### config.mk
export PLATFORM = sky130hd
export DESIGN_NAME = hca_back
export DESIGN_NICKNAME = d
export VERILOG_FILES = /design/src/rtl/hca_pkg.sv /design/src/rtl/hca_back.sv
export SDC_FILE = /design/constraint.sdc
export NUM_CORES = 2
export LEC_CHECK = 0
export BUFFER_PORTS_ARGS = -buffer_cell sky130_fd_sc_hd__buf_2
export CORE_MARGIN = 2
export CORE_UTILIZATION = 50
export CTS_CLUSTER_SIZE = 12
export DETAILED_ROUTE_END_ITERATION = 6
export PLACE_DENSITY = 0.67
export RECOVER_POWER = 50
export SETUP_SLACK_MARGIN = 0.02
export SLEW_MARGIN = 20
export SYNTH_ARGS = -nofsm -noshare
export SYNTH_HDL_FRONTEND = slang
export SYNTH_SLANG_ARGS = --single-unit
### constraint.sdc
create_clock -name clk -period 23.1 [get_ports clk]
set_input_delay 1.155 -clock clk [delete_from_list [all_inputs] [get_ports clk]]
set_output_delay 1.155 -clock clk [all_outputs]
set_load 0.02 [all_outputs]
### src/rtl/hca_pkg.sv
// ----------------------------------------------------------------------------
// hca_pkg
// Shared types and constants for the HSV color adjust block.
// ----------------------------------------------------------------------------
package hca_pkg;

  localparam logic [24:0] SECTOR_FX = 25'd3932160;
  localparam logic [24:0] FULL_FX   = 25'd23592960;

  localparam int unsigned DIV_W      = 30;
  localparam int unsigned DIV_SPS    = 2;
  localparam int unsigned DIV_STAGES = DIV_W / DIV_SPS;

  localparam int unsigned MID_DEPTH_DEF = 4;
  localparam int unsigned OUT_DEPTH_DEF = 4;

  typedef enum logic [1:0] {
    REG_HUE = 2'd0,
    REG_SAT = 2'd1,
    REG_VAL = 2'd2
  } cfg_reg_t;

  typedef enum logic [1:0] {
    BASE_RED   = 2'd0,
    BASE_GREEN = 2'd1,
    BASE_BLUE  = 2'd2
  } base_t;

  typedef struct packed {
    logic signed [8:0] hue;
    logic signed [6:0] sat;
    logic signed [6:0] val;
  } shift_t;

  typedef struct packed {
    logic [24:0] hue;
    logic [16:0] sat;
    logic [7:0]  mx;
    logic        gray;
  } hsv_t;

  typedef struct packed {
    logic [7:0] red;
    logic [7:0] green;
    logic [7:0] blue;
  } pixel_t;

  typedef struct packed {
    logic [7:0] mx;
    logic       neg;
    base_t      base;
    logic       gray;
  } div_tag_t;

endpackage

### src/rtl/hca_back.sv
// ----------------------------------------------------------------------------
// hca_back
// Applies the shifts, clamps and wraps, and converts HSV back to RGB.
// ----------------------------------------------------------------------------
module hca_back
  import hca_pkg::*;
(
  input  logic   clk,
  input  logic   rst,
  input  logic   en,
  input  logic   in_valid,
  input  hsv_t   hsv,
  input  shift_t shifts,
  output logic   out_valid,
  output pixel_t pix
);

  localparam logic [22:0] K60 = 23'd4473925;
  localparam logic [20:0] K25 = 21'd1342178;
  localparam logic [16:0] ONE = 17'd65536;

  function automatic logic signed [18:0] pct(logic signed [6:0] x);
    logic [6:0]  a;
    logic [27:0] p;
    a = x[6] ? 7'(-x) : 7'(x);
    p = 28'(a) * 28'(K25);
    pct = x[6] ? -$signed({2'b0, p[27:11]}) : $signed({2'b0, p[27:11]});
  endfunction

  function automatic logic [16:0] clamp_unit(logic signed [18:0] x);
    if (x < 0) begin
      clamp_unit = '0;
    end else if (x > $signed({2'b0, ONE})) begin
      clamp_unit = ONE;
    end else begin
      clamp_unit = x[16:0];
    end
  endfunction

  function automatic logic [7:0] scale255(logic [33:0] p);
    logic [41:0] t;
    t = {p, 8'b0} - {8'b0, p};
    scale255 = t[39:32];
  endfunction

  logic signed [18:0] soff, voff;

  logic [16:0]        v0;
  logic signed [18:0] vsum, ssum;
  logic signed [26:0] hsum;
  logic [24:0]        hue_c;
  logic [2:0]         m_c;
  logic [24:0]        mfx;
  logic [44:0]        p60;
  logic [16:0]        kf;
  logic [33:0]        pb, pc;
  logic [16:0]        kb, kc;
  logic [24:0]        top_c;
  logic [7:0]         a8, b8, c8;
  pixel_t             pix_c;

  logic [5:0]  vld;
  logic [24:0] s1_hue;
  logic [16:0] s1_sat, s1_val;
  logic [2:0]  s2_m, s3_m, s4_m, s5_m;
  logic [21:0] s2_rem;
  logic [16:0] s2_sat, s2_val, s3_sat, s3_val, s4_val;
  logic [15:0] s3_f;
  logic [16:0] s4_ka, s4_kb, s4_kc;
  logic [7:0]  s4_top, s5_top;
  logic        s4_zero, s5_zero;
  logic [33:0] s5_pa, s5_pb, s5_pc;
  pixel_t      s6_pix;

  always_ff @(posedge clk) begin
    soff <= pct(shifts.sat);
    voff <= pct(shifts.val);
  end

  always_comb begin
    v0   = {1'b0, hsv.mx, hsv.mx} + 17'(hsv.mx == 8'hff);
    vsum = $signed({2'b0, v0}) + voff;
    ssum = $signed({2'b0, hsv.sat}) + soff;
    hsum = $signed({2'b0, hsv.hue});
    if (!hsv.gray) begin
      hsum = hsum + $signed({{2{shifts.hue[8]}}, shifts.hue, 16'b0});
    end
    if (hsum < 0) begin
      hsum = hsum + $signed({2'b0, FULL_FX});
    end else if (hsum >= $signed({2'b0, FULL_FX})) begin
      hsum = hsum - $signed({2'b0, FULL_FX});
    end
    hue_c = hsum[24:0];
  end

  always_comb begin
    m_c = 3'd0;
    for (int k = 1; k < 6; k++) begin
      if (s1_hue >= 25'(k * SECTOR_FX)) m_c = 3'(k);
    end
    mfx = 25'(m_c * SECTOR_FX);
  end

  assign p60   = 45'(s2_rem) * 45'(K60);
  assign kf    = ONE - {1'b0, s3_f};
  assign pb    = 34'(s3_sat) * 34'({1'b0, s3_f});
  assign pc    = 34'(s3_sat) * 34'(kf);
  assign kb    = ONE - pb[32:16];
  assign kc    = ONE - pc[32:16];
  assign top_c = {s3_val, 8'b0} - {8'b0, s3_val};

  always_comb begin
    a8 = scale255(s5_pa);
    b8 = scale255(s5_pb);
    c8 = scale255(s5_pc);
    case (s5_m)
      3'd0:    pix_c = '{red: s5_top, green: c8, blue: a8};
      3'd1:    pix_c = '{red: b8, green: s5_top, blue: a8};
      3'd2:    pix_c = '{red: a8, green: s5_top, blue: c8};
      3'd3:    pix_c = '{red: a8, green: b8, blue: s5_top};
      3'd4:    pix_c = '{red: c8, green: a8, blue: s5_top};
      default: pix_c = '{red: s5_top, green: a8, blue: b8};
    endcase
    if (s5_zero) pix_c = '{red: s5_top, green: s5_top, blue: s5_top};
  end

  always_ff @(posedge clk) begin
    if (rst) begin
      vld <= '0;
    end else if (en) begin
      vld <= {vld[4:0], in_valid};
    end
  end

  always_ff @(posedge clk) begin
    if (en) begin
      s1_hue  <= hue_c;
      s1_sat  <= hsv.gray ? '0 : clamp_unit(ssum);
      s1_val  <= clamp_unit(vsum);
      s2_m    <= m_c;
      s2_rem  <= 22'(s1_hue - mfx);
      s2_sat  <= s1_sat;
      s2_val  <= s1_val;
      s3_f    <= p60[43:28];
      s3_m    <= s2_m;
      s3_sat  <= s2_sat;
      s3_val  <= s2_val;
      s4_ka   <= ONE - s3_sat;
      s4_kb   <= kb;
      s4_kc   <= kc;
      s4_m    <= s3_m;
      s4_val  <= s3_val;
      s4_top  <= top_c[23:16];
      s4_zero <= (s3_sat == '0);
      s5_pa   <= 34'(s4_val) * 34'(s4_ka);
      s5_pb   <= 34'(s4_val) * 34'(s4_kb);
      s5_pc   <= 34'(s4_val) * 34'(s4_kc);
      s5_m    <= s4_m;
      s5_top  <= s4_top;
      s5_zero <= s4_zero;
      s6_pix  <= pix_c;
    end
  end

  assign out_valid = vld[5];
  assign pix       = s6_pix;

endmodule

Word-level counts from Yosys, hierarchy flattened
Index checks and enable logic that the tools add are counted.
- add/subtract/negate cells: 19
- multipliers: 9
- divide/modulo/power cells: 0
- $lt $le $gt $ge: 11
- equality and inequality tests: 5
- shift operators: 0
- multiplexer cells: 16
- bitwise operators: 0
- reduce and logical (&&, ||, !) cells: 5
- operators with widths (cell ; count):
    case mux 24 bit (5 select lines) ; 1
    subtractor 40 x 34 -> 40 bit ; 3
    multiplier 17 x 17 -> 34 bit ; 3
    2-to-1 mux 17 bit ; 4
    multiplier 7 x 20 -> 27 bit, second input constant ; 2
    subtractor 17 bit, first input constant ; 3
    >= comparator 25 x 24 -> 1 bit, second input constant ; 2
    2-to-1 mux 25 bit ; 2
    multiplier 22 x 23 -> 44 bit, second input constant ; 1
    adder 18 x 19 -> 19 bit ; 2
    greater-than comparator 19 x 18 -> 1 bit, second input constant ; 2
    less-than comparator 19 x 1 -> 1 bit, second input constant ; 2
    negator 17 -> 19 bit ; 2
    multiplier 17 x 16 -> 33 bit ; 1
    multiplier 17 x 17 -> 33 bit ; 1
    adder 26 x 25 -> 27 bit ; 1
    >= comparator 27 x 26 -> 1 bit, second input constant ; 1
    less-than comparator 27 x 1 -> 1 bit, second input constant ; 1
    2-to-1 mux 27 bit ; 1
    adder 25 bit, second input constant ; 1
    >= comparator 25 x 22 -> 1 bit, second input constant ; 1
    >= comparator 25 x 23 -> 1 bit, second input constant ; 1
    >= comparator 25 bit, second input constant ; 1
    subtractor 25 bit, second input constant ; 1
    other kinds (18) ; 25
- flip-flop bits (word level): 433
- latch bits: 0
- RAM bits: 0
- bits in read-only memories: 0
- input bits: 78
- output and inout bits: 25
- word-level logic and storage cells: 99
- memories: 0

Longest topological paths before layout
- depth after elaboration: 8
- mapped depth: 38
- depth with buffers taken out: 36

Worst setup path before layout
No wires, ideal clock.
- kind: register -> register
- start point: register s3_f[3]
- end point: register s4_kc[16], data pin
- setup time: 0.258 ns
- arrival time: 8.593 ns
- data required time: 22.842 ns
- slack: 14.250 ns
- stages on the path, launching flop included: 32
- path buffers: 4
- clock period less this slack: 8.850 ns
- path through: edfxtp_1 > clkbuf_1 > nor2_1 > nand3_1 > or3_1 > clkbuf_1 > nor4_1 > nand2_1 > or3_1 > xor2_1 > clkbuf_1 > nand2_1 > fa_1 > inv_1 > fa_1 > fa_1 > fa_1 > fa_1 > inv_1 > fa_1 > inv_1 > ha_1 > clkbuf_1 > and2_1 > or4_1 > o31a_1 > xnor2_1 > or4b_1 > a211oi_2 > a311oi_1 > a211o_1 > xnor2_1
- cells in the longest elaborated chain, start to end: 3
- ends and longest elaborated chain (element ; line ; text):
    from (decl) ; hca_back.sv:68 ; logic [15:0] s3_f;
    from (signal assigned) ; hca_back.sv:144 ; s3_f <= p60[43:28];
    subtractor 17 x 16 -> 17 bit ; hca_back.sv:105 ; assign kf = ONE - {1'b0, s3_f};
    multiplier 17 x 17 -> 33 bit ; hca_back.sv:107 ; assign pc = 34'(s3_sat) * 34'(kf);
    subtractor 17 bit ; hca_back.sv:109 ; assign kc = ONE - pc[32:16];
    via kc[16] ; hca_back.sv:57 ; logic [16:0] kb, kc;
    to (signal assigned) ; hca_back.sv:150 ; s4_kc <= kc;
    to (decl) ; hca_back.sv:69 ; logic [16:0] s4_ka, s4_kb, s4_kc;
The timed path passes the listed nets, and every way through them passes these cells.
A chain may end at the register's enable or synchronous reset.

Worst setup path in the final report
- start point: register s3_f[2]
- end point: register s4_kc[16], data pin
The elaborated chain is that of the path after synthesis.

==> summary by stage <==
Run status
The run finished, with violations left. The final reports fail on design-rule violations, max-capacitance violations, max-slew violations.

Clocking
The number of levels the H-tree was split into is 2. The clock drives 433 sinks. Hold repair after CTS inserted 0 buffers. Once the clock tree was built, the resizer swapped 0 gates to a different size. Once the clock tree was built, the setup fixing pass inserted 0 buffers.

The clock transition at the register clock pins on the worst setup and hold paths after CTS is approximately 0.070 ns. Clock latency on the worst-skew pair, taken at its later pin, is 0.66 ns. Counting along the longest clock path gives a buffer depth of 3. Counting the buffers created by CTS gives 52. TritonCTS built the clock tree. The tree is rooted in a clkbuf_16.

Finish
The ratio of cells with drive above 1 in the final layout is roughly 3.3%. The post-layout net count is 10200. The area growth from synthesis to layout is 5.30%. The utilization after layout is 52.9%.

Synthesis
The share of the Yosys chip area taken by registers is 16.5%. The unique cell type count in the Yosys netlist is 90. Of all cell types, the one taking the most synthesized area is fa_1. The number of enable-type register cells in the synthesized netlist is 389. After synthesis the netlist holds a flip-flop and latch count of 433. Summing every instance area after synthesis gives approximately 0.076 mm².

The synthesized net count is just over 10000. In the synthesized netlist, the number of instances is about 8100. Sorting the synthesized cells by how often they occur yields 1686 x inv_1, 1216 x fa_1, 1097 x nand2_1. The synthesized design devotes to its leading area cell type approximately a third of total area. By instance count, the leading cell after synthesis is inv_1. The mean post-synth cell area is 9.43 µm². Ranked by total cell area, the synthesized netlist is headed by fa_1 32%, ha_1 16%, edfxtp_1 15%. Of all flip-flops after synthesis, the portion carrying an async set or reset was 0%. For this run, the number of Yosys warnings is 0. Among all flip-flop cells after synthesis, the most frequent one is edfxtp_1.

GRT
The number of global-route vias before repair was 57800. Entering global routing, the biggest net connects 112 pins. In the global route stage, overall resource usage came out at between 20% and 30%. The wire length of the first global-routing pass is 302 mm. The number of antenna violations at the first check in global routing came to 9. The total overflow left after global routing is 0.

Placement
The sum of net half-perimeters after detailed placement is 144 mm. The congestion estimate from routability-driven global placement came to 0.909. In this run the tool buffered the top-level ports with 102 buffer cells.

Setup path
At the worst endpoint, the arrival time is a little over 10 ns. The largest fanout of any net on the critical path is 20. The worst setup path is captured at a flop. The dominant cell type by count on the critical path is fa_1. In this design, the stage delay of the slowest critical-path cell is 0.65 ns. The endpoint required time on the critical path is 23.51 ns.

The slowest stage cell on the critical path is edfxtp_1. The launching element type of the critical path is a flop. The critical path is of the flop to flop type.

STA
The total count of hold-check failures in the final report came to 0. The final count of pins violating max slew was 417. In this run the tightest slew margin relative to its limit is -318%.

The total setup violations reported at the end of the flow is 0. The maximum clock rate is 0.101 GHz. At the pin with the least slew margin, the transition time is roughly 6.3 ns. Final hold analysis gives a worst-case slack of 0.381 ns. Summed over all failing endpoints, the final setup total negative slack is 0 ns. The final period utilization is between 40% and 50%. On the final layout, the worst clock skew is 0.0454 ns. After layout, the minimum clock period comes to 9.93 ns. Setup repair after global routing left no endpoint under its margin.

Floorplan
The die is between 300 and 400 µm tall. The initial utilization of the core area, before any placement, comes to 50.2%. The core region is 0.152 mm². The overall die width is 394 µm. The I/O pin count is 103. The floorplan step defined a die boundary enclosing 0.155 mm². The row count is 143.

Detailed routing
The ratio of routed vias to standard cells is 5.43. The detail-routed net length per standard cell is 18.2 µm. After detailed routing, the number of remaining DRC violations is 2. The overall via count from detail_route is 54500. Once detail routing completed, the nets flagged for antenna violations numbered 0. The wire length reported by the detailed router is 183 mm. The iteration count of the initial detailed-routing pass is 7.

After the first detailed-routing iteration, the DRC count stood at between 3000 and 4000.

Worst hold path
The class of the tightest hold or removal check is flop to flop.

Flow run
The total of max-cap violations is 6.
[layout by cell type, fill, tap and decap left out, drive strengths merged, types with 32 or more instances in the layout]
| master | Yosys | layout |
|---|---|---|
| edfxtp | 389 | 389 |
| a21o | 125 | 125 |
| and2 | 508 | 508 |
| fa | 1216 | 1216 |
| o21ai | 150 | 150 |
| a21oi | 232 | 232 |
| xor2 | 98 | 98 |
| and3 | 36 | 36 |
| clkbuf | 309 | 107 |
| a31oi | 32 | 32 |
| inv | 1687 | 1693 |
| ha | 969 | 969 |
| dfxtp | 44 | 44 |
| nand2b | 39 | 39 |
| nor2b | 45 | 45 |
| buf | 20 | 131 |
| nand3 | 63 | 63 |
| nor3 | 65 | 65 |
| nand4 | 33 | 33 |
| nand2 | 1097 | 1097 |
| o21a | 36 | 36 |
| xnor2 | 222 | 222 |
| nor2 | 206 | 206 |
[state kept, by name (all words and copies together), names as in the netlist, 19 cells and up]
signal  flops
s2_rem     22
s5_pc      34
s5_pa      34
soff       19
voff       19
s1_hue     25
pix        24
s5_pb      34
[layout make-up]
| class | count | area (µm²) |
|---|---|---|
| Clock buffer | 66 | 1350 |
| Antenna cell | 1 | 2.50 |
| Tap cell | 2030 | 2540 |
| Clock inverter | 31 | 390 |
| Inverter | 1687 | 6330 |
| Timing Repair Buffer | 172 | 972 |
| Multi-Input combinational cell | 5618 | 56000 |
| Fill cell | 13600 | 71400 |
| Sequential cell | 433 | 12600 |
[worst paths after layout]
kind | endpoint | from | slack [ns] | cells after the start
worst max-delay path | s4_kc[16] | s3_f[2] | 13.17 | 30
worst min-delay path | s2_sat[9] | s1_sat[9] | 0.38 | 0
worst max register to register | s4_kc[16] | s3_f[2] | 13.17 | 30
worst min register to register | s2_sat[9] | s1_sat[9] | 0.38 | 0
[kinds of logic after synthesis]
kind of cell,count (synthesis),synth area share [%]
AO/OA/AOI/OAI,863,7.55
XOR/XNOR,320,3.68
adder cells (fa/ha/maj),2186,48.0
buffers and inverters,2016,9.95
flip-flops,433,16.5
multiplexers,29,0.391
AND/OR/NAND/NOR,2220,14.0
[per-stage QoR]
stage / area, µm² / worst slack, ns / cells
after global placement: 78400 / 13.02 / 9940
after CTS: 80200 / 13.21 / 10000
after floorplan: 76100 / 14.25 / 8067
final: 80100 / 13.17 / 10000
after detailed placement: 78400 / 13.21 / 9940
after global routing: 80100 / 12.53 / 10000
[routing by layer]
layer / up-vias / track usage (%) / wire [µm] / share of wire (%)
met5: - / 0 / 80 / 0.044
met4: 12 / 6.06 / 4620 / 2.5
met3: 300 / 3.62 / 13100 / 7.2
met2: 1733 / 40.5 / 86500 / 47
met1: 27300 / 32.8 / 78200 / 43
li1: 25200 / - / - / -
[critical path, delay by kind of cell (launching register included)]
| family | cells | cell delay [ns] |
|---|---|---|
| DFF | 1 | 0.65 |
| AOI/OAI and AO/OA | 4 | 1.02 |
| muxes | 1 | 0.20 |
| xor gates and xnor gates | 3 | 0.96 |
| and+or+nand+nor | 12 | 3.39 |
| adders and majority gates | 7 | 3.32 |
| buffers and inverters | 3 | 0.14 |
Power is left out: the tool's default activity adds up to more than one toggle a clock period on the data nets, which glitch-free logic cannot reach.
