`config.mk`:
```
export PLATFORM = sky130hd
export DESIGN_NAME = hca_front
export DESIGN_NICKNAME = d
export VERILOG_FILES = /design/src/rtl/hca_pkg.sv /design/src/rtl/hca_div.sv /design/src/rtl/hca_front.sv
export SDC_FILE = /design/constraint.sdc
export NUM_CORES = 2
export LEC_CHECK = 0
export BUFFER_PORTS_ARGS = -buffer_cell sky130_fd_sc_hd__buf_4
export CORE_ASPECT_RATIO = 2
export CORE_MARGIN = 2
export CORE_UTILIZATION = 64
export CTS_CLUSTER_DIAMETER = 120
export DETAILED_ROUTE_END_ITERATION = 12
export GPL_TIMING_DRIVEN = 0
export HOLD_SLACK_MARGIN = 0.12
export PLACE_DENSITY = 0.81
export SETUP_SLACK_MARGIN = 0.02
export SYNTH_ARGS = -nofsm -noshare
export SYNTH_HDL_FRONTEND = slang
export SYNTH_SLANG_ARGS = --single-unit
export TNS_END_PERCENT = 30
```
`constraint.sdc`:
```
create_clock -name clk -period 8.44 [get_ports clk]
set_clock_uncertainty 0.15 [all_clocks]
set_input_delay 0.844 -clock clk [delete_from_list [all_inputs] [get_ports clk]]
set_output_delay 0.844 -clock clk [all_outputs]
set_load 0.03 [all_outputs]
```
`src/rtl/hca_pkg.sv`:
```
// ----------------------------------------------------------------------------
// hca_pkg
// Shared types and constants for the HSV color adjust block.
// ----------------------------------------------------------------------------
package hca_pkg;

  localparam logic [24:0] SECTOR_FX = 25'd3932160;
  localparam logic [24:0] FULL_FX   = 25'd23592960;

  localparam int unsigned DIV_W      = 30;
  localparam int unsigned DIV_SPS    = 2;
  localparam int unsigned DIV_STAGES = DIV_W / DIV_SPS;

  localparam int unsigned MID_DEPTH_DEF = 4;
  localparam int unsigned OUT_DEPTH_DEF = 4;

  typedef enum logic [1:0] {
    REG_HUE = 2'd0,
    REG_SAT = 2'd1,
    REG_VAL = 2'd2
  } cfg_reg_t;

  typedef enum logic [1:0] {
    BASE_RED   = 2'd0,
    BASE_GREEN = 2'd1,
    BASE_BLUE  = 2'd2
  } base_t;

  typedef struct packed {
    logic signed [8:0] hue;
    logic signed [6:0] sat;
    logic signed [6:0] val;
  } shift_t;

  typedef struct packed {
    logic [24:0] hue;
    logic [16:0] sat;
    logic [7:0]  mx;
    logic        gray;
  } hsv_t;

  typedef struct packed {
    logic [7:0] red;
    logic [7:0] green;
    logic [7:0] blue;
  } pixel_t;

  typedef struct packed {
    logic [7:0] mx;
    logic       neg;
    base_t      base;
    logic       gray;
  } div_tag_t;

endpackage

```
`src/rtl/hca_div.sv`:
```
// ----------------------------------------------------------------------------
// hca_div
// Pipelined restoring divider, two lanes (hue and saturation), 8-bit divisors.
// ----------------------------------------------------------------------------
module hca_div
  import hca_pkg::*;
(
  input  logic             clk,
  input  logic             rst,
  input  logic             en,
  input  logic             in_valid,
  input  logic [DIV_W-1:0] num_h,
  input  logic [7:0]       den_h,
  input  logic [DIV_W-1:0] num_s,
  input  logic [7:0]       den_s,
  input  div_tag_t         tag_in,
  output logic             out_valid,
  output logic [DIV_W-1:0] quo_h,
  output logic [DIV_W-1:0] quo_s,
  output div_tag_t         tag_out
);

  function automatic logic [8:0] div_step(logic [7:0] rem, logic nb, logic [7:0] den);
    logic [8:0] t;
    t = {rem, nb};
    if (t >= {1'b0, den}) begin
      div_step = {1'b1, 8'(t - {1'b0, den})};
    end else begin
      div_step = {1'b0, t[7:0]};
    end
  endfunction

  logic [DIV_STAGES:0] vld;
  logic [DIV_W-1:0]    nh [DIV_STAGES+1];
  logic [DIV_W-1:0]    qh [DIV_STAGES+1];
  logic [7:0]          rh [DIV_STAGES+1];
  logic [7:0]          dh [DIV_STAGES+1];
  logic [DIV_W-1:0]    ns [DIV_STAGES+1];
  logic [DIV_W-1:0]    qs [DIV_STAGES+1];
  logic [7:0]          rs [DIV_STAGES+1];
  logic [7:0]          ds [DIV_STAGES+1];
  div_tag_t            tg [DIV_STAGES+1];

  assign vld[0] = in_valid;
  assign nh[0]  = num_h;
  assign qh[0]  = '0;
  assign rh[0]  = '0;
  assign dh[0]  = den_h;
  assign ns[0]  = num_s;
  assign qs[0]  = '0;
  assign rs[0]  = '0;
  assign ds[0]  = den_s;
  assign tg[0]  = tag_in;

  for (genvar k = 0; k < DIV_STAGES; k++) begin : g_stage
    logic [DIV_W-1:0] nh_c, qh_c, ns_c, qs_c;
    logic [7:0]       rh_c, rs_c;
    logic [8:0]       sth, sts;

    always_comb begin
      nh_c = nh[k];
      qh_c = qh[k];
      rh_c = rh[k];
      ns_c = ns[k];
      qs_c = qs[k];
      rs_c = rs[k];
      sth  = '0;
      sts  = '0;
      for (int j = 0; j < DIV_SPS; j++) begin
        sth  = div_step(rh_c, nh_c[DIV_W-1], dh[k]);
        rh_c = sth[7:0];
        qh_c = {qh_c[DIV_W-2:0], sth[8]};
        nh_c = {nh_c[DIV_W-2:0], 1'b0};
        sts  = div_step(rs_c, ns_c[DIV_W-1], ds[k]);
        rs_c = sts[7:0];
        qs_c = {qs_c[DIV_W-2:0], sts[8]};
        ns_c = {ns_c[DIV_W-2:0], 1'b0};
      end
    end

    always_ff @(posedge clk) begin
      if (rst) begin
        vld[k+1] <= 1'b0;
      end else if (en) begin
        vld[k+1] <= vld[k];
      end
    end

    always_ff @(posedge clk) begin
      if (en) begin
        nh[k+1] <= nh_c;
        qh[k+1] <= qh_c;
        rh[k+1] <= rh_c;
        dh[k+1] <= dh[k];
        ns[k+1] <= ns_c;
        qs[k+1] <= qs_c;
        rs[k+1] <= rs_c;
        ds[k+1] <= ds[k];
        tg[k+1] <= tg[k];
      end
    end
  end

  assign out_valid = vld[DIV_STAGES];
  assign quo_h     = qh[DIV_STAGES];
  assign quo_s     = qs[DIV_STAGES];
  assign tag_out   = tg[DIV_STAGES];

endmodule

```
`src/rtl/hca_front.sv`:
```
// ----------------------------------------------------------------------------
// hca_front
// Accepts pixels, finds max, min and hue sector, divides out hue and
// saturation.
// ----------------------------------------------------------------------------
module hca_front
  import hca_pkg::*;
(
  input  logic   clk,
  input  logic   rst,
  input  logic   en,
  input  logic   in_valid,
  input  pixel_t pix,
  output logic   out_valid,
  output hsv_t   hsv
);

  logic              a_vld;
  pixel_t            a_pix;
  logic              b_vld;
  logic [7:0]        b_mx;
  logic [7:0]        b_d;
  logic signed [8:0] b_x;
  base_t             b_base;

  logic [7:0]        mx_c, mn_c;
  logic signed [8:0] x_c;
  base_t             base_c;
  logic [8:0]        ax9;
  logic [13:0]       t_c;
  div_tag_t          tag_c;
  div_tag_t          tag_o;
  logic [DIV_W-1:0]  qh, qs;
  logic              d_vld;
  logic signed [25:0] basefx, hq;

  always_comb begin
    mx_c = a_pix.red;
    mn_c = a_pix.red;
    if (a_pix.green > mx_c) mx_c = a_pix.green;
    if (a_pix.blue > mx_c) mx_c = a_pix.blue;
    if (a_pix.green < mn_c) mn_c = a_pix.green;
    if (a_pix.blue < mn_c) mn_c = a_pix.blue;
    if (a_pix.blue == mx_c) begin
      base_c = BASE_BLUE;
      x_c    = $signed({1'b0, a_pix.red}) - $signed({1'b0, a_pix.green});
    end else if (a_pix.green == mx_c) begin
      base_c = BASE_GREEN;
      x_c    = $signed({1'b0, a_pix.blue}) - $signed({1'b0, a_pix.red});
    end else begin
      base_c = BASE_RED;
      x_c    = $signed({1'b0, a_pix.green}) - $signed({1'b0, a_pix.blue});
    end
  end

  always_ff @(posedge clk) begin
    if (rst) begin
      a_vld <= 1'b0;
      b_vld <= 1'b0;
    end else if (en) begin
      a_vld <= in_valid;
      b_vld <= a_vld;
    end
  end

  always_ff @(posedge clk) begin
    if (en) begin
      a_pix  <= pix;
      b_mx   <= mx_c;
      b_d    <= mx_c - mn_c;
      b_x    <= x_c;
      b_base <= base_c;
    end
  end

  // |x| * 60
  assign ax9   = b_x[8] ? 9'(-b_x) : 9'(b_x);
  assign t_c   = {ax9[7:0], 6'b0} - {4'b0, ax9[7:0], 2'b0};
  assign tag_c = '{mx: b_mx, neg: b_x[8], base: b_base, gray: (b_d == 8'd0)};

  hca_div u_div (
    .clk       (clk),
    .rst       (rst),
    .en        (en),
    .in_valid  (b_vld),
    .num_h     ({t_c, 16'b0}),
    .den_h     (b_d),
    .num_s     ({6'b0, b_d, 16'b0}),
    .den_s     (b_mx),
    .tag_in    (tag_c),
    .out_valid (d_vld),
    .quo_h     (qh),
    .quo_s     (qs),
    .tag_out   (tag_o)
  );

  always_comb begin
    case (tag_o.base)
      BASE_GREEN: basefx = $signed({SECTOR_FX, 1'b0});
      BASE_BLUE:  basefx = $signed({SECTOR_FX, 1'b0}) <<< 1;
      default:    basefx = '0;
    endcase
    hq = tag_o.neg ? basefx - $signed({4'b0, qh[21:0]})
                   : basefx + $signed({4'b0, qh[21:0]});
    if (hq < 0) hq = hq + $signed({1'b0, FULL_FX});
    hsv.hue  = tag_o.gray ? '0 : hq[24:0];
    hsv.sat  = tag_o.gray ? '0 : qs[16:0];
    hsv.mx   = tag_o.mx;
    hsv.gray = tag_o.gray;
  end

  assign out_valid = d_vld;

endmodule

```
[After elaboration in Yosys (flattened, before gate mapping)]
Index checks and enable logic that the tools add are counted.
W data, S select, Z words.
Storage, ports and cells
  output and inout bits: 52
  input bits: 28
  register bits: 851
  word-level logic and storage cells: 384
Cells by class
  equal/unequal tests: 4
  magnitude comparators: 65
  reduce and logical (&&, ||, !) cells: 1
  multiplexer cells: 73
  $add $sub $neg: 69
Operators by type and width (count)
  $mux W9: 62
  $ge A9 B8 Y1: 58
  $sub A8 B8 Y8: 59
  $mux W25: 2
  $pmux W24 S2: 1
  $mux W8: 5
  $sub A8 B8 Y9: 3
  $lt A26 B1 Y1 const B: 1
  $mux W26: 1
  $add A24 B22 Y25: 1
  $add A25 B25 Y25 const B: 1
  $sub A24 B22 Y25: 1
  $mux W17: 1
  $eq A8 B8 Y1: 2
  $gt A8 B8 Y1: 2
  $lt A8 B8 Y1: 2
  $sub A14 B10 Y14: 1
  $ge A1 B8 Y1: 1
  $ge A1 B8 Y1 const A: 1
  $logic_not A8 Y1: 1
  $neg A8 Y8: 1
  $sub A1 B8 Y8: 1
  $sub A1 B8 Y8 const A: 1
  $eq A2 B1 Y1 const B: 1
  other kinds (2): 2

[Longest topological paths before layout]
  depth in word-level cells: 7
  mapped depth: 27
  gate-level depth less buffers: 26

[Hierarchy]
From an unflattened synthesis, not the netlist that was laid out.
Unflattened totals
  cell total of the unflattened synthesis: 5558
  area total of the unflattened synthesis: 77045.1 um^2
Modules (own cells, without submodules)
  hca_div: area an instance 71174.5 um^2, sequential area each 46184.3 um^2, instances 1, cells an instance 4884
  hca_front: area an instance 5870.6 um^2, sequential area each 1571.5 um^2, instances 1, cells an instance 674

[Least setup slack after synthesis]
OpenSTA, ideal clock, no wires.
  path type: register to register
  start point: reg b_x[1]
  end point: reg u_div.rh[113] in the netlist's numbering, data pin
  setup slack: 2.215 ns
  stages on the path, launching flop included: 28
  library setup time: 0.260 ns
  period minus slack after synthesis: 6.225 ns
  path buffers: 2
  data arrival time: 5.814 ns
  required time: 8.030 ns
  cells stage by stage: edfxtp_1 -> buf_2 -> inv_1 -> ha_1 -> or3b_4 -> a221oi_4 -> ha_1 -> nand2b_1 -> or4_1 -> o31ai_1 -> o311a_1 -> or3_4 -> nor2_1 -> nand2_1 -> ha_1 -> and3_1 -> buf_2 -> o211a_1 -> mux2i_1 -> ha_1 -> nor2b_1 -> o21ai_0 -> a21o_1 -> a31oi_1 -> o22ai_1 -> inv_1 -> a31oi_4 -> mux2_4
Between the ends
  word-level cells in the longest chain between the ends: 7
  elaborated cells on any way between the ends: 9
  those cells by class: add/sub (4); order compare (2); mux (3)
RTL lines
  start, declared: RTL line hca_front.sv:23  | logic signed [8:0] b_x;
  start signal, assigned: RTL line hca_front.sv:71  | b_x <= x_c;
  $neg A8 Y8: RTL line hca_front.sv:77  | assign ax9 = b_x[8] ? 9'(-b_x) : 9'(b_x);
  $mux W8 *: RTL line hca_front.sv:77
  $sub A14 B10 Y14 *: RTL line hca_front.sv:78  | assign t_c = {ax9[7:0], 6'b0} - {4'b0, ax9[7:0], 2'b0};
  $sub A1 B8 Y8 or $ge A1 B8 Y1 (tied branches): RTL line hca_div.sv:27, hca_div.sv:26
  $mux W9: RTL line hca_div.sv:26  | if (t >= {1'b0, den}) begin
  $sub A8 B8 Y8 or $ge A9 B8 Y1 (tied branches): RTL line hca_div.sv:27, hca_div.sv:26
  $mux W9 *: RTL line hca_div.sv:26
  net u_div.g_stage[0].sth[1]: RTL line hca_div.sv:58  | logic [8:0] sth, sts;
  end signal, assigned by index: RTL line hca_div.sv:93  | rh[k+1] <= rh_c;
  end, declared: RTL line hca_div.sv:36  | logic [7:0] rh [DIV_STAGES+1];
The timed path passes the listed nets; every way through them passes the cells marked *.
A chain may end at the register's enable or synchronous reset.

[Worst setup path in the final report]
  start point: reg a_pix[9] in the netlist's numbering
  end point: reg, netlist name b_d[7]
Between the ends
  word-level cells in the longest chain between the ends: 5
  elaborated cells on any way between the ends: 9
  those cells by class: add/sub (1); order compare (4); mux (4)
RTL lines
  start, declared: RTL line hca_front.sv:19  | pixel_t a_pix;
  start signal, assigned: RTL line hca_front.sv:68  | a_pix <= pix;
  $gt A8 B8 Y1: RTL line hca_front.sv:40  | if (a_pix.green > mx_c) mx_c = a_pix.green;
  $mux W8 *: RTL line hca_front.sv:40
  $gt A8 B8 Y1: RTL line hca_front.sv:41  | if (a_pix.blue > mx_c) mx_c = a_pix.blue;
  $mux W8 *: RTL line hca_front.sv:41
  net mx_c[2]: RTL line hca_front.sv:26  | logic [7:0] mx_c, mn_c;
  $sub A8 B8 Y8 *: RTL line hca_front.sv:70  | b_d <= mx_c - mn_c;
Marked as above.

==> impl_metrics.toml <==
[outcome]
status = "finished, final reports clean"

[logic_synthesis]
syn_inst = 4575
ys.flop_type = "edfxtp_1"
yosysUniqueCellTypes = 91
ys_top_cells_by_area = "edfxtp_1, ha_1, mux2_2"
synth_common_cells = "edfxtp_1, ha_1, inv_1"
syn-mean-instance-area_um2 = 11.4
seq_area_frac_synth_pct = 47.1
netlist_area_um2 = 52300
yosys.area.top_type = "edfxtp_1"
synth.top_cell.area_share_pct = 46.5
yosys_warnings = 0
synthMostInstantiatedCell = "edfxtp_1"
synth_edf_count = 810
ys_ff_latch = 827
ys_async_sr_fraction_pct = 0

[placed_design]
dp_hpwl_mm = 88.5
port_buffers = 78
place_congestion = 1.03
postPlaceCellArea_um2 = 54400
place_ws_ns = 0.414

[sta]
rsz0062_at_grt = "false"
fin_ws_ns = 0.541
final-hold-violation-count = 0
slew_viol_final = 0
worstMarginPinSlew_ns = 1.19
slew-limit-headroom_pct = 19.9
fin_tns_setup_ns = 0
setup_viol = 0
whs_ns = 0.167
fmax_mhz = 127
period_share_pct = 93.6
fin_crit_ns = 7.90

[cts]
htree_levels = 3
clk_pin_slew_ns = 0.07
numCtsBuffers = 76
post_cts_buffers = 0
clk_path_buf_depth = 3
hold_buffers = 0
cts_tree = "built"
clkSinkCount = 827
clock_latency_ns = 0.69
cts_root_buffer = "clkbuf_16"

[power]
p_leak_nw = 23.5
pwr_density_cell_nw_per_um2 = 467
ir_drop_v = 0.000217
report.power.total_mw = 26.7

[grt]
grt-ovfl-total = 0
antenna_found_initial = 0
grt_start_max_net_pins = 134
grt.total_usage_pct = 27.9
grt_pass1_wl_mm = 182
grt_pass1_vias = 37910

[setup_path]
arrival_ns = 8.18
end_kind = "flop"
worst_setup_path_start_kind = "flop"
slowest_delay_ns = 0.72
r2r_cells = 25
cpMaxStageDelayCell = "o21ai_1"
cpLargestDelayFamily = "compound AO/OA/AOI/OAI gates"
cp.required_ns = 8.72
crit_path_frequent_cell = "a21oi_1"
path_max_fanout = 10
critPathBufInv = 3
worstSetupPathType = "reg2reg"
cp.depth = 25

[floorplanning]
core-area_um2 = 81100
die_area_um2 = 84200
die_h_um = 408
num_rows = 148
ios = 80
start_util_pct = 64.5
fp.dieW_um = 206

[route]
via_per_inst = 6.06
vias = 35442
wl_per_cell_um = 19.8
drc = 0
drt_iter0_drc = 1588
drt_wl_total_mm = 116
drtAntennaViolNets = 0
first_pass_iters = 10

[cells_and_area]
final_cell_area_um2 = 57100
ff_latch_area_um2 = 24700
drive_gt1_share_pct = 14.1
fillers = 5782
multi_input_area_um2 = 25500
syn_to_final_growth_pct = 9.08
nets = 5319

[hold_path]
hp-class = "in2reg"
hold_path_depth = 1

[job]
cap_viol_max_count = 0
## layout make-up
type                    count  area share [%]
diodes                      1         0.00438
repair buffers             85            1.38
inverters                 491            3.23
flip-flops and latches    827            43.2
plain buffers              75           0.620
well taps                1050            2.30
clock inverters            53            1.21
clock buffers              85            3.39
multi-input cells        3184            44.7
## worst paths after layout
check	startpoint	end	slack, ns
setup / recovery	a_pix[9]	b_d[7]	0.54
hold reg to reg	u_div.tg[87]	u_div.tg[75]	0.24
setup reg to reg	a_pix[9]	b_d[7]	0.54
hold / removal	pix[5]	a_pix[5]	0.17
## layout by cell type, fill, tap and decap left out, types with 73 or more instances in the layout
| cell type | netlist | layout |
|---|---|---|
| edfxtp_1 | 810 | 810 |
| ha_1 | 508 | 508 |
| inv_1 | 490 | 490 |
| mux2_2 | 351 | 351 |
| nor2_1 | 328 | 328 |
| a21oi_1 | 255 | 255 |
| o21ai_0 | 245 | 245 |
| xnor2_1 | 201 | 201 |
| nand2_1 | 153 | 153 |
| nor2b_1 | 132 | 132 |
| xor2_1 | 108 | 108 |
| nor3_1 | 88 | 88 |
| buf_4 | 9 | 86 |
| clkbuf_16 | 0 | 76 |
| mux2i_1 | 73 | 73 |
## flip-flops by register name (all words and copies together), names as in the netlist, 2 cells and up
name and count:
b_base 2, u_div.vld 14, u_div.tg 120, b_d 8
u_div.ds 48, u_div.g_stage.ns_c 8, u_div.quo_s 17, u_div.g_stage.nh_c 20
a_pix 24, u_div.rh 112, u_div.g_stage.qh_c 110, u_div.rs 112
u_div.g_stage.qs_c 64, u_div.nh 10, u_div.quo_h 22, u_div.tag_out 12
b_x 9, u_div.dh 104, b_mx 8
## metal layers
layer | vias up | track usage [%] | routed length [um]
li1 | 16969 | - | -
met1 | 16988 | 20.5 | 33500
met2 | 918 | 57.4 | 67900
met3 | 567 | 4.10 | 3570
met4 | 0 | 24.2 | 11100
met5 | - | 0 | 0
## metrics by stage
step | utilization [%] | instances
after global routing | 70.4 | 5850
after global placement | 66.9 | 5705
final | 70.4 | 5851
after CTS | 70.4 | 5850
after floorplan | - | 4577
after detailed placement | 67.1 | 5712
## power breakdown
| part | switching [mW] | internal (mW) | total (mW) |
|---|---|---|---|
| logic | 8.28 | 7.76 | 16.0 |
| registers | 0.566 | 6.39 | 6.95 |
| clock network | 1.62 | 2.03 | 3.66 |
| total | 10.5 | 16.2 | 26.7 |
## logic make-up after synthesis
family	after synthesis	share of synthesized area [%]
other	1	0.00717
buffers and inverters	566	4.20
adder cells (fa/ha/maj)	552	13.8
multiplexers	425	8.98
AO/OA/AOI/OAI	851	10.6
XOR/XNOR	310	5.20
AND/OR/NAND/NOR	1043	10.0
flip-flops	827	47.1
## what timing repair did
item	4_1_cts	5_1_grt
hold endpoints to repair	0	0
setup endpoints to repair	0	1
resized for setup	0	1
Power figures use the tool's default switching activity.
