<file path="src/rtl/hca_pkg.sv">
// ----------------------------------------------------------------------------
// hca_pkg
// Shared types and constants for the HSV color adjust block.
// ----------------------------------------------------------------------------
package hca_pkg;

  localparam logic [24:0] SECTOR_FX = 25'd3932160;
  localparam logic [24:0] FULL_FX   = 25'd23592960;

  localparam int unsigned DIV_W      = 30;
  localparam int unsigned DIV_SPS    = 2;
  localparam int unsigned DIV_STAGES = DIV_W / DIV_SPS;

  localparam int unsigned MID_DEPTH_DEF = 4;
  localparam int unsigned OUT_DEPTH_DEF = 4;

  typedef enum logic [1:0] {
    REG_HUE = 2'd0,
    REG_SAT = 2'd1,
    REG_VAL = 2'd2
  } cfg_reg_t;

  typedef enum logic [1:0] {
    BASE_RED   = 2'd0,
    BASE_GREEN = 2'd1,
    BASE_BLUE  = 2'd2
  } base_t;

  typedef struct packed {
    logic signed [8:0] hue;
    logic signed [6:0] sat;
    logic signed [6:0] val;
  } shift_t;

  typedef struct packed {
    logic [24:0] hue;
    logic [16:0] sat;
    logic [7:0]  mx;
    logic        gray;
  } hsv_t;

  typedef struct packed {
    logic [7:0] red;
    logic [7:0] green;
    logic [7:0] blue;
  } pixel_t;

  typedef struct packed {
    logic [7:0] mx;
    logic       neg;
    base_t      base;
    logic       gray;
  } div_tag_t;

endpackage

</file>
<file path="src/rtl/hca_fifo.sv">
// ----------------------------------------------------------------------------
// hca_fifo
// Small register queue with count based full and empty flags.
// ----------------------------------------------------------------------------
module hca_fifo
  import hca_pkg::*;
#(
  parameter int unsigned DEPTH = MID_DEPTH_DEF,
  parameter int unsigned W     = 8
) (
  input  logic         clk,
  input  logic         rst,
  input  logic         push,
  input  logic [W-1:0] din,
  input  logic         pop,
  output logic [W-1:0] dout,
  output logic         full,
  output logic         empty
);

  localparam int unsigned PW = (DEPTH > 1) ? $clog2(DEPTH) : 1;
  localparam int unsigned CW = $clog2(DEPTH + 1);

  logic [W-1:0]  mem [DEPTH];
  logic [PW-1:0] wptr;
  logic [PW-1:0] rptr;
  logic [CW-1:0] count;

  assign full  = (count == CW'(DEPTH));
  assign empty = (count == '0);
  assign dout  = mem[rptr];

  always_ff @(posedge clk) begin
    if (push) begin
      mem[wptr] <= din;
    end
  end

  always_ff @(posedge clk) begin
    if (rst) begin
      wptr  <= '0;
      rptr  <= '0;
      count <= '0;
    end else begin
      if (push) begin
        wptr <= (wptr == PW'(DEPTH - 1)) ? '0 : wptr + 1'b1;
      end
      if (pop) begin
        rptr <= (rptr == PW'(DEPTH - 1)) ? '0 : rptr + 1'b1;
      end
      if (push && !pop) begin
        count <= count + 1'b1;
      end else if (pop && !push) begin
        count <= count - 1'b1;
      end
    end
  end

`ifndef SYNTHESIS
  a_no_overflow: assert property (@(posedge clk) disable iff (rst) !(push && full))
    else $error("push into full queue");
  a_no_underflow: assert property (@(posedge clk) disable iff (rst) !(pop && empty))
    else $error("pop from empty queue");
  a_count_bound: assert property (@(posedge clk) disable iff (rst) count <= CW'(DEPTH))
    else $error("queue count out of range");
`endif

endmodule

</file>
<file path="config.mk">
export PLATFORM = sky130hd
export DESIGN_NAME = hca_fifo
export DESIGN_NICKNAME = d
export VERILOG_FILES = /design/src/rtl/hca_pkg.sv /design/src/rtl/hca_fifo.sv
export SDC_FILE = /design/constraint.sdc
export NUM_CORES = 1
export LEC_CHECK = 0
export ABC_AREA = 1
export BUFFER_PORTS_ARGS = -buffer_cell sky130_fd_sc_hd__buf_2
export CAP_MARGIN = 10
export CELL_PAD_IN_SITES_DETAIL_PLACEMENT = 2
export CELL_PAD_IN_SITES_GLOBAL_PLACEMENT = 2
export CORE_MARGIN = 2
export CORE_UTILIZATION = 37
export DETAILED_ROUTE_END_ITERATION = 8
export HOLD_SLACK_MARGIN = 0.12
export PLACE_DENSITY = 0.76
export SETUP_SLACK_MARGIN = 0.3
export SLEW_MARGIN = 20
export SYNTH_ARGS = -nofsm -noshare
export SYNTH_HDL_FRONTEND = slang
export SYNTH_SLANG_ARGS = --single-unit
</file>
<file path="constraint.sdc">
create_clock -name clk -period 1.9 [get_ports clk]
set_input_delay 0.38 -clock clk [delete_from_list [all_inputs] [get_ports clk]]
set_output_delay 0.38 -clock clk [all_outputs]
set_load 0.1 [all_outputs]
</file>
# Yosys cells after proc, flatten, opt, wreduce, memory -nomap -nowiden
# Memory sizes are Yosys's and may differ from the RTL's. A register that Yosys moved wholly into a read port is not among the register bits.
# Cells that the tools add are included.
dict set report classes {
  n_addsub 4
  n_eq_ne 3
  muxes 8
  n_reduce_logical 6
}
# cell n
set ops {}
lappend ops {{$mux W2} 4}
lappend ops {{$mux W3} 2}
lappend ops {{$add A2 B1 Y2 const B} 2}
lappend ops {{$eq A2 B2 Y1 const B} 2}
lappend ops {{$add A3 B1 Y3 const B} 1}
lappend ops {{$eq A3 B3 Y1 const B} 1}
lappend ops {{$logic_not A3 Y1} 1}
lappend ops {{$sub A3 B1 Y3 const B} 1}
lappend ops {{$logic_and A1 B1 Y1} 2}
lappend ops {{$logic_not A1 Y1} 2}
lappend ops {{$mux W1} 2}
lappend ops {{$reduce_bool A2 Y1} 1}
dict set report word_totals {
  regBits 7
  mem_bits_rw 32
  input_bits 12
  word_cells 25
  n_memories 1
}
# memory depth word_bits rd rd_clocked_by_memory_dff wr line_no
set memory_table {}
lappend memory_table {mem 4 8 1 1 1 hca_fifo.sv:24} ;# logic [W-1:0] mem [DEPTH];

# Logic depth before layout (Yosys ltp)
# Gate-level depths: netlist of run 1.
dict set report depth {
  word_depth 4
  depth_mapped 10
}

# Worst setup path after synthesis of run 1
# Ideal clock, no wire load.
dict set report synth_path {
  path_kind {flip-flop to output port}
  from {register count[0]}
  to {output port empty}
  arrival_time_ns 2.418
  path_slack_ns -0.898
  stages_incl_launch_ff 2
  path_buffers 0
  cell_sequence {dfxtp_1 > nor3_1}
}
dict set report synth_between {
  elab_chain_len 1
}
# element line_no
set synth_rtl {}
lappend synth_rtl {{from (decl)} hca_fifo.sv:27} ;# logic [CW-1:0] count;
lappend synth_rtl {{from (signal assigned)} hca_fifo.sv:52} ;# count <= count + 1'b1;
lappend synth_rtl {{from (signal assigned)} hca_fifo.sv:54} ;# count <= count - 1'b1;
lappend synth_rtl {{$logic_not A3 Y1} hca_fifo.sv:30} ;# assign empty = (count == '0);
lappend synth_rtl {{to (decl)} hca_fifo.sv:18} ;# output logic empty
# No other way between the ends.

==> results.tsv, run 1 <==
stage	metric	value	unit
critical_path	crit-path cells	buf_12 > buf_16 > nor2_4 > o22ai_4 > buf_12	
finish	Nets	184	
clocking	H-tree Lvls	2	
grt	first-pass GRT wire length	7110	um
clocking	CTS Buf Count	5	
die	Ports	22	
critical_path	CP dominant cell by count	buf_12	
die	Die Footprint	5010	um^2
critical_path	CP max stage cell	dfxtp_4	
power	leakage power total	0.870	nW
sta	Slew headroom	72.2	%
clocking	worst-case clock buffer depth	2	
route	final wirelength	4390	um
finish	Layout Cells excl Fill	218	
sta	final worst slack	0.145	ns
clocking	CTS tree	done	
grt	largest net degree at the start of global routing	17	
power	Peak VDD IR	509	uV
critical_path	Top delay family on crit path	flip-flops	
sta	Final min period	1.75	ns
route	Antenna Nets Post-Route	0	
sta	Worst-Margin Slew	0.417	ns
critical_path	critical path peak fanout	8	
critical_path	CP Class	reg2out	
yosys	Unique masters post-synth	19	
sta	setup violators final	0	
placement	DP Area	2050	um^2
finish	Layout Utilization	53.6	%
status	outcome	complete, no violations	
finish	final instance area	2320	um^2
die	core area	4320	um^2
sta	fmax	0.570	GHz
placement	Setup WS pre-CTS	0.0929	ns
power	Pwr per Cell Area	998	nW/um^2
sta	final cycle utilization of the critical path	92.4	%
die	number of core rows	24	
die	DIE WIDTH	70.8	um
yosys	syn_area_per_cell	12.2	um^2
critical_path	crit path launch type	flop	
critical_path	Critical Path Max Stage Delay	0.46	ns
route	router iterations before antenna repair	4	
clocking	clock root buffer	clkbuf_8	
die	Starting Density	38.2	%
grt	initial antenna violation count	0	
yosys	synthesized area	1650	um^2
placement	placed cells	207	
clocking	Clock Latency Late Sink	0.30	ns
yosys	Post-Syn Nets	154	
yosys	top_reg_cell synth	edfxtp_1	
route	average wire per standard cell	20.1	um
grt	grt ovf	0	
yosys	sequential fraction of the synthesis area	69.1	%
finish	share of layout cells above drive strength 1	40.4	%
route	DR vias	1113	
die	chip height	70.8	um
clocking	Reg clk slew, reported paths	0.07	ns
finish	FILL cells	423	
finish	Layout area overhead	40.2	%
sta	clock skew	0.00460	ns
placement	# port buffers	21	
finish	most common cell after layout, fill and taps aside	edfxtp_1	
yosys	ys async rst share	0	%
yosys	Warnings, synthesis	0	
sta	setup_tns	0	ns
route	DRC Markers	0	
finish	n_diodes	0	
sta	fin. max-slew vios	0	
power	total power	2.31	mW
grt	GRT Total Usage	19.2	%
placement	post-DP HPWL	3010	um
yosys	EDFF count, synth	32	
placement	placer congestion estimate	0.710	
yosys	synthesized flop and latch total	41	
flow_run	max-cap check violation count	0	
critical_path	Buf/Inv on CP	3	
critical_path	Critical Path RT	1.52	ns
sta	Hold WS	0.304	ns
grt	vias in the first global route	1327	
sta	Fin. Hold Viols	0	
min_path	Hold Path Class	in2reg	
clocking	clock sinks	41	
critical_path	Worst Path Arrival	1.37	ns
critical_path	Crit. End Element	primary output	
finish	most frequent cells in the layout	32 x edfxtp_1, 14 x inv_1, 14 x nor2_1, 11 x buf_2	
clocking	cts hold-fix bufs	0	
route	initial DRC count	41	
sta	RSZ-0062 raised after global routing	yes	
yosys	Mapped Cells	135	
route	vias per inst	5.11	
final timing paths:
check	from	to	slack (ns)	cells after the start
worst min register to register	wptr[1]$_SDFFE_PP0P_	wptr[1]$_SDFFE_PP0P_	0.57	2
worst max-delay path	flop	dout[6]	0.15	5
worst max register to register	count[0]$_SDFFE_PP0P_	count[2]$_SDFFE_PP0P_	0.50	6
worst min-delay path	rst	wptr[0]$_SDFFE_PP0P_	0.30	2
worst reg2reg max path, cell delays in order (launching register included):
cell	delay [ns]
dfxtp_1	0.39
fa_1	0.46
nand2_1	0.10
nand3_1	0.09
nand2_1	0.09
inv_1	0.05
nor2_1	0.14
synthesized netlist by cell type (2+ instances only):
cell | n | area share (%)
a21oi_1 | 3 | 0.91
o21ai_2 | 2 | 1.1
nor2_1 | 22 | 5.0
inv_1 | 15 | 3.4
nor3_1 | 4 | 1.2
nand2_1 | 8 | 1.8
edfxtp_1 | 32 | 58
o21ai_1 | 2 | 0.61
o21ai_0 | 15 | 4.5
nor2_2 | 2 | 0.76
buf_6 | 2 | 1.4
ha_1 | 6 | 4.5
dfxtp_1 | 9 | 11
o22ai_1 | 8 | 3.0
where the power goes:
| part | internal [mW] | switching, mW |
|---|---|---|
| Combinational | 0.238 | 0.450 |
| Sequential | 1.02 | 0.0525 |
| Clock | 0.261 | 0.290 |
| Total | 1.52 | 0.793 |
flip-flops by register name, summed over array words and instances, names as in the netlist, named ones only:
signal / count
wptr: 2
rptr: 2
count: 3
mem: 32
final cells by class:
cell class                      instances  area (um^2)  share of cell area [%]
Inverter                               16         70.1                    3.03
Tap cell                               52         65.1                    2.81
Clock buffer                            8         80.1                    3.46
Sequential cell                        41         1150                    49.6
Timing Repair Buffer                   25          312                    13.5
Multi-Input combinational cell         76          639                    27.6
per-layer routing:
metal / GRT usage (%) / vias to the layer above / part of all wire, %
met5: 0 / - / 0
met4: 5.03 / 0 / 0.71
met3: 5.41 / 4 / 2.8
met2: 35.6 / 15 / 58
met1: 21.5 / 560 / 38
li1: - / 534 / -
cell families after synthesis:
family	after synthesis	synth area share, %
xor+xnor	1	0.530
compound gates	30	10.2
simple gates	38	9.47
fa+ha+maj	7	5.76
flops	41	69.1
buf+inv	18	5.00
timing repair:
item / in CTS / in global routing
setup buffers: 2 / 0
gates resized for setup: 37 / 15
pin swaps: 4 / 6
cloned: 1 / 0
endpoints found under the setup margin: 10 / 11
No activity file was read; power rests on OpenSTA's default activity.
==> run 2: changes to the inputs <==
Settings changed: CORE_ASPECT_RATIO set to 0.5, CORE_UTILIZATION 37 to 39, CTS_BUF_LIST set to sky130_fd_sc_hd__clkbuf_2 sky130_fd_sc_hd__clkbuf_4 sky130_fd_sc_hd__clkbuf_8, PLACE_DENSITY 0.76 to 0.8, SLEW_MARGIN 20 to 0.
==> run 2 against run 1 <==
Against the previous run:
- sequential power about the same
- critical path depth down 2
- cell area rose by 5.7%
- register-to-register slack worse by 0.04 ns
- combinational power rose by 10%
- sequential share of layout area is 2.6 points lower
- cell count is 2.8% higher
- power is 13% higher
- highest routed layer unchanged
- die area down 4.2%
==> results.tsv, run 2 (same netlist as run 1, synthesis figures left out) <==
stage	metric	value	unit	change
status	outcome	complete, no violations		unchanged
grt	GRT Total Usage	27.6	%	was 19.2%
route	average wire per standard cell	28.0	um	was 20.1 um
sta	Worst-Margin Slew	0.469	ns	was 0.417 ns
sta	clock skew	0.00961	ns	was 0.00460 ns
grt	grt ovf	0		unchanged
route	DR vias	1236		was 1113
power	total power	2.61	mW	was 2.31 mW
grt	vias in the first global route	1315		was 1327
sta	Slew headroom	68.4	%	was 72.2%
finish	n_diodes	0		unchanged
clocking	worst-case clock buffer depth	2		unchanged
finish	most frequent cells in the layout	32 x edfxtp_1, 13 x inv_1, 11 x buf_2, 11 x buf_12, 10 x nor2_1		was 32 x edfxtp_1, 14 x inv_1, 14 x nor2_1, 11 x buf_2
route	initial DRC count	54		was 41
finish	Largest register FFs	32		unchanged
critical_path	R2R Path Start	wptr[0]$_SDFFE_PP0P_		was count[0]$_SDFFE_PP0P_
die	DIE WIDTH	96.0	um	was 70.8 um
grt	largest net degree at the start of global routing	17		unchanged
sta	final worst slack	0.0610	ns	was 0.145 ns
finish	Nets	188		was 184
critical_path	Critical Path RT	1.52	ns	about the same
placement	post-DP HPWL	3180	um	was 3010 um
clocking	CTS Buf Count	5		unchanged
clocking	cts hold-fix bufs	0		unchanged
sta	Final min period	1.84	ns	was 1.75 ns
finish	share of layout cells above drive strength 1	48.2	%	was 40.4%
power	Pwr per Cell Area	1070	nW/um^2	was 998 nW/um^2
placement	placer congestion estimate	0.717		was 0.710
sta	fin. max-slew vios	0		unchanged
clocking	Clock Latency Late Sink	0.31	ns	was 0.30 ns
route	Antenna Nets Post-Route	0		unchanged
min_path	Hold Path Sink	wptr[0]$_SDFFE_PP0P_		unchanged
grt	initial antenna violation count	0		unchanged
die	Die Footprint	4800	um^2	was 5010 um^2
route	vias per inst	5.52		was 5.11
min_path	Hold Path Origin	rst		unchanged
clocking	clock root buffer	clkbuf_8		unchanged
finish	Top reg by flops	mem		unchanged
sta	final cycle utilization of the critical path	96.8	%	was 92.4%
critical_path	FF-to-FF setup slack	0.46	ns	was 0.50 ns
sta	Hold WS	0.304	ns	about the same
power	Peak VDD IR	581	uV	was 509 uV
sta	fmax	0.544	GHz	was 0.570 GHz
sta	Fin. Hold Viols	0		unchanged
critical_path	Worst Path Arrival	1.46	ns	was 1.37 ns
clocking	clock sinks	41		unchanged
placement	Setup WS pre-CTS	0.143	ns	was 0.0929 ns
clocking	H-tree Lvls	2		unchanged
critical_path	CP Class	reg2out		unchanged
placement	placed cells	209		was 207
finish	Top Registers	mem: 32 flops, count: 3 flops		unchanged
flow_run	max-cap check violation count	0		unchanged
critical_path	crit-path cells	o21ai_0 > o22ai_4 > buf_12		was buf_12 > buf_16 > nor2_4 > o22ai_4 > buf_12
route	DRC Markers	0		unchanged
critical_path	CP max stage cell	o21ai_0		was dfxtp_4
critical_path	critical path peak fanout	5		was 8
sta	setup_tns	0	ns	unchanged
route	final wirelength	6270	um	was 4390 um
sta	RSZ-0062 raised after global routing	yes		unchanged
min_path	Min-Delay Path Depth	2		unchanged
critical_path	worst r2r path cells	4		was 6
critical_path	crit path launch type	flop		unchanged
die	number of core rows	16		was 24
critical_path	Crit. End Element	primary output		unchanged
clocking	CTS tree	done		unchanged
critical_path	Top delay family on crit path	compound AO/OA/AOI/OAI gates		was flip-flops
critical_path	Critical Path Max Stage Delay	0.42	ns	was 0.46 ns
placement	# port buffers	21		unchanged
route	router iterations before antenna repair	4		unchanged
die	core area	3980	um^2	was 4320 um^2
die	Starting Density	41.5	%	was 38.2%
finish	Layout area overhead	48.3	%	was 40.2%
grt	first-pass GRT wire length	8800	um	was 7110 um
power	leakage power total	0.922	nW	was 0.870 nW
clocking	Reg clk slew, reported paths	0.08	ns	was 0.07 ns
sta	setup violators final	0		unchanged
die	Ports	22		unchanged
critical_path	reg2reg end	mem[0][0]$_DFFE_PP_		was count[2]$_SDFFE_PP0P_
finish	FILL cells	328		was 423
finish	most common cell after layout, fill and taps aside	edfxtp_1		unchanged
die	chip height	50.0	um	was 70.8 um
critical_path	Buf/Inv on CP	1		was 3
finish	Layout Cells excl Fill	224		was 218
min_path	Hold Path Class	in2reg		unchanged
## run 2: worst max path at each step
stage                     depth (start not counted)               endpoint                  start  slack, ns
after CTS                                         5                dout[1]                   flop       0.11
after floorplan                                   1                  empty  count[1]$_SDFFE_PP0P_      -0.05
after global placement                           11  count[2]$_SDFFE_PP0P_                    pop       0.27
final                                             3                dout[4]                   flop       0.06
after detailed placement                         11  count[2]$_SDFFE_PP0P_                    pop       0.14
after global routing                              3                dout[4]                   flop       0.04
## run 2: report_power, final
group	internal, mW	leakage [nW]	switching, mW
clock	0.443	0.0619	0.330
sequential	1.02	0.370	0.0571
combinational	0.261	0.490	0.498
total	1.72	0.922	0.885
## run 2: area by class of cell
cell class / count / area (um^2) / area share, %
clock buffers: 7 / 90.1 / 3.68
multi-input cells: 76 / 677 / 27.6
inverters: 16 / 70.1 / 2.86
clock inverters: 1 / 30.0 / 1.23
repair buffers: 29 / 363 / 14.8
well taps: 54 / 67.6 / 2.76
flip-flops and latches: 41 / 1150 / 47.0
## run 2: stage by stage
stage / util [%] / cell area, um^2
final: 61.5 / 2450
after global routing: 61.5 / 2450
after CTS: 59.0 / 2350
after detailed placement: 51.5 / 2050
after global placement: 51.5 / 2050
after floorplan: - / 1770
## run 2: what timing repair did
action | 4_1_cts | 5_1_grt
buffers inserted | 2 | 4
pin swaps | 10 | 9
endpoints found under the setup margin | 10 | 11
gates resized for setup | 45 | 17
cloned | 1 | 0
## run 2: per-layer routing
metal,track usage (%),up-vias,part of all wire (%)
met5,0,-,0
met4,9.29,0,1.3
met3,6.42,9,4.3
met2,43.6,31,48
met1,37.3,657,47
li1,-,539,-
==> run 3: changes to the inputs <==
Settings changed: REMOVE_ABC_BUFFERS set to 1.
==> run 3 against run 2 <==
Against the previous run:
- via count shrank 6.1%
- non-clock buffer count decreased by 3
- worst hold slack worse by 0.018 ns
- sequential cell count unchanged
- core utilization down 5.0 points
- highest routed layer unchanged
- combinational power decreased by 14%
- count of clock-buffer cells in the layout down 1
- cell count down 1.3%
- first-iteration DRC count shrank 28%
- routed wire length decreased by 21%
- clock skew up 0.0034 ns
- sequential power about the same
==> results.tsv, run 3 (same netlist as run 1, synthesis figures left out) <==
stage	metric	value	unit	change
status	outcome	complete, no violations		unchanged
critical_path	reg2reg end	mem[0][1]$_DFFE_PP_		was mem[0][0]$_DFFE_PP_
critical_path	Crit. End Element	primary output		unchanged
sta	Fin. Hold Viols	0		unchanged
finish	Layout area overhead	36.1	%	was 48.3%
sta	setup_tns	0	ns	unchanged
die	Die Footprint	4800	um^2	unchanged
critical_path	FF-to-FF setup slack	0.57	ns	was 0.46 ns
placement	post-DP HPWL	3010	um	was 3180 um
clocking	Reg clk slew, reported paths	0.08	ns	about the same
finish	n_diodes	0		unchanged
route	DR vias	1161		was 1236
die	Ports	22		unchanged
clocking	H-tree Lvls	2		unchanged
critical_path	Worst Path Arrival	1.41	ns	was 1.46 ns
finish	Largest register FFs	32		unchanged
die	number of core rows	16		unchanged
sta	fmax	0.560	GHz	was 0.544 GHz
power	Peak VDD IR	579	uV	was 581 uV
route	final wirelength	4950	um	was 6270 um
sta	Worst-Margin Slew	0.410	ns	was 0.469 ns
finish	most common cell after layout, fill and taps aside	edfxtp_1		unchanged
placement	placer congestion estimate	0.683		was 0.717
critical_path	crit path launch type	flop		unchanged
placement	DP Area	1940	um^2	was 2050 um^2
critical_path	R2R Path Start	wptr[0]$_SDFFE_PP0P_		unchanged
clocking	CTS Buf Count	5		unchanged
sta	fin. max-slew vios	0		unchanged
grt	largest net degree at the start of global routing	17		unchanged
sta	Slew headroom	72.7	%	was 68.4%
critical_path	worst r2r path cells	4		unchanged
route	met3 wire len	198	um	was 269 um
finish	most frequent cells in the layout	32 x edfxtp_1, 18 x nor2_1, 14 x inv_1, 11 x buf_2		was 32 x edfxtp_1, 13 x inv_1, 11 x buf_2, 11 x buf_12, 10 x nor2_1
grt	initial antenna violation count	0		unchanged
die	core area	3980	um^2	unchanged
route	highest routed layer	met4		unchanged
sta	RSZ-0062 raised after global routing	yes		unchanged
grt	grt ovf	0		unchanged
clocking	clock sinks	41		unchanged
finish	final instance area	2250	um^2	was 2450 um^2
sta	final cycle utilization of the critical path	94.1	%	was 96.8%
clocking	CTS tree	done		unchanged
clocking	clock root buffer	clkbuf_8		unchanged
clocking	Clock Latency Late Sink	0.31	ns	about the same
flow_run	max-cap check violation count	0		unchanged
finish	share of layout cells above drive strength 1	37.1	%	was 48.2%
placement	# port buffers	21		unchanged
finish	Nets	185		was 188
grt	GRT Total Usage	20.5	%	was 27.6%
grt	vias in the first global route	1239		was 1315
min_path	Min-Delay Path Depth	2		unchanged
die	DIE WIDTH	96.0	um	unchanged
min_path	Hold Path Class	in2reg		unchanged
critical_path	critical path peak fanout	4		was 5
clocking	worst-case clock buffer depth	2		unchanged
route	initial DRC count	39		was 54
sta	clock skew	0.0130	ns	was 0.00961 ns
power	Pwr per Cell Area	1040	nW/um^2	was 1070 nW/um^2
route	Antenna Nets Post-Route	0		unchanged
sta	setup violators final	0		unchanged
die	Starting Density	41.5	%	unchanged
route	DRC Markers	0		unchanged
placement	placed cells	210		was 209
route	metal2 WL	2440	um	was 3000 um
route	vias per inst	5.25		was 5.52
min_path	Hold Path Sink	wptr[0]$_SDFFE_PP0P_		unchanged
critical_path	Critical Path RT	1.52	ns	about the same
die	chip height	50.0	um	unchanged
grt	first-pass GRT wire length	6800	um	was 8800 um
route	router iterations before antenna repair	4		unchanged
finish	Top Registers	mem: 32 flops, count: 3 flops		unchanged
finish	Top reg by flops	mem		unchanged
sta	Final min period	1.79	ns	was 1.84 ns
route	DRT met1 WL	2160	um	was 2920 um
min_path	Hold Path Origin	rst		unchanged
finish	Layout Utilization	56.4	%	was 61.5%
sta	Hold WS	0.286	ns	was 0.304 ns
power	leakage power total	0.881	nW	was 0.922 nW
clocking	cts hold-fix bufs	0		unchanged
finish	Layout Cells excl Fill	221		was 224
route	average wire per standard cell	22.4	um	was 28.0 um
critical_path	CP Class	reg2out		unchanged
[run 3: metrics by stage]
step           total power [mW]  setup WS (ns)
4_1_cts                    2.26          0.123
3_5_place_dp               1.65         0.0872
6_report                   2.34          0.113
5_1_grt                    2.43         0.0656
3_3_place_gp               1.62          0.235
2_1_floorplan              1.43         -0.898
[run 3: how the worst max path moves through the flow]
stage	from	slack, ns	cells past startpoint	to
after global routing	flop	0.07	5	dout[6]
after detailed placement	flop	0.09	4	dout[7]
after floorplan	count[0]$_SDFFE_PP0P_	-0.90	1	empty
final	flop	0.11	5	dout[6]
after global placement	flop	0.24	4	dout[1]
after CTS	flop	0.12	5	dout[7]
[run 3: report_power, final]
part | switching [mW] | total [mW] | internal [mW]
sequential | 0.0497 | 1.07 | 1.02
combinational | 0.440 | 0.655 | 0.215
clock | 0.333 | 0.621 | 0.289
total | 0.823 | 2.34 | 1.52
[run 3: worst max-delay path, stage by stage (launching register included)]
cell and delay (ns):
dfxtp_4 0.42, buf_6 0.14, buf_6 0.09, nor2_2 0.03, o22ai_2 0.20, buf_12 0.22
[run 3: area by class of cell]
| cell class | instances | area, um^2 |
|---|---|---|
| inverter | 16 | 72.6 |
| tap | 54 | 67.6 |
| sequential | 41 | 1150 |
| fill | 350 | 1740 |
| clock inverter | 2 | 8.76 |
| timing repair buffer | 26 | 310 |
| clock buffer | 6 | 82.6 |
| multi-input combinational | 76 | 558 |
[run 3: what timing repair did]
| action | CTS | global route |
|---|---|---|
| endpoints found under the setup margin | 10 | 9 |
| pin swaps | 5 | 8 |
| setup buffers | 2 | 1 |
| resized for setup | 28 | 30 |
[run 3: layer usage]
layer / global-route usage (%) / vias up
li1: - / 532
met1: 23.7 / 585
met2: 35.0 / 28
met3: 6.27 / 16
met4: 9.52 / 0
met5: 0 / -
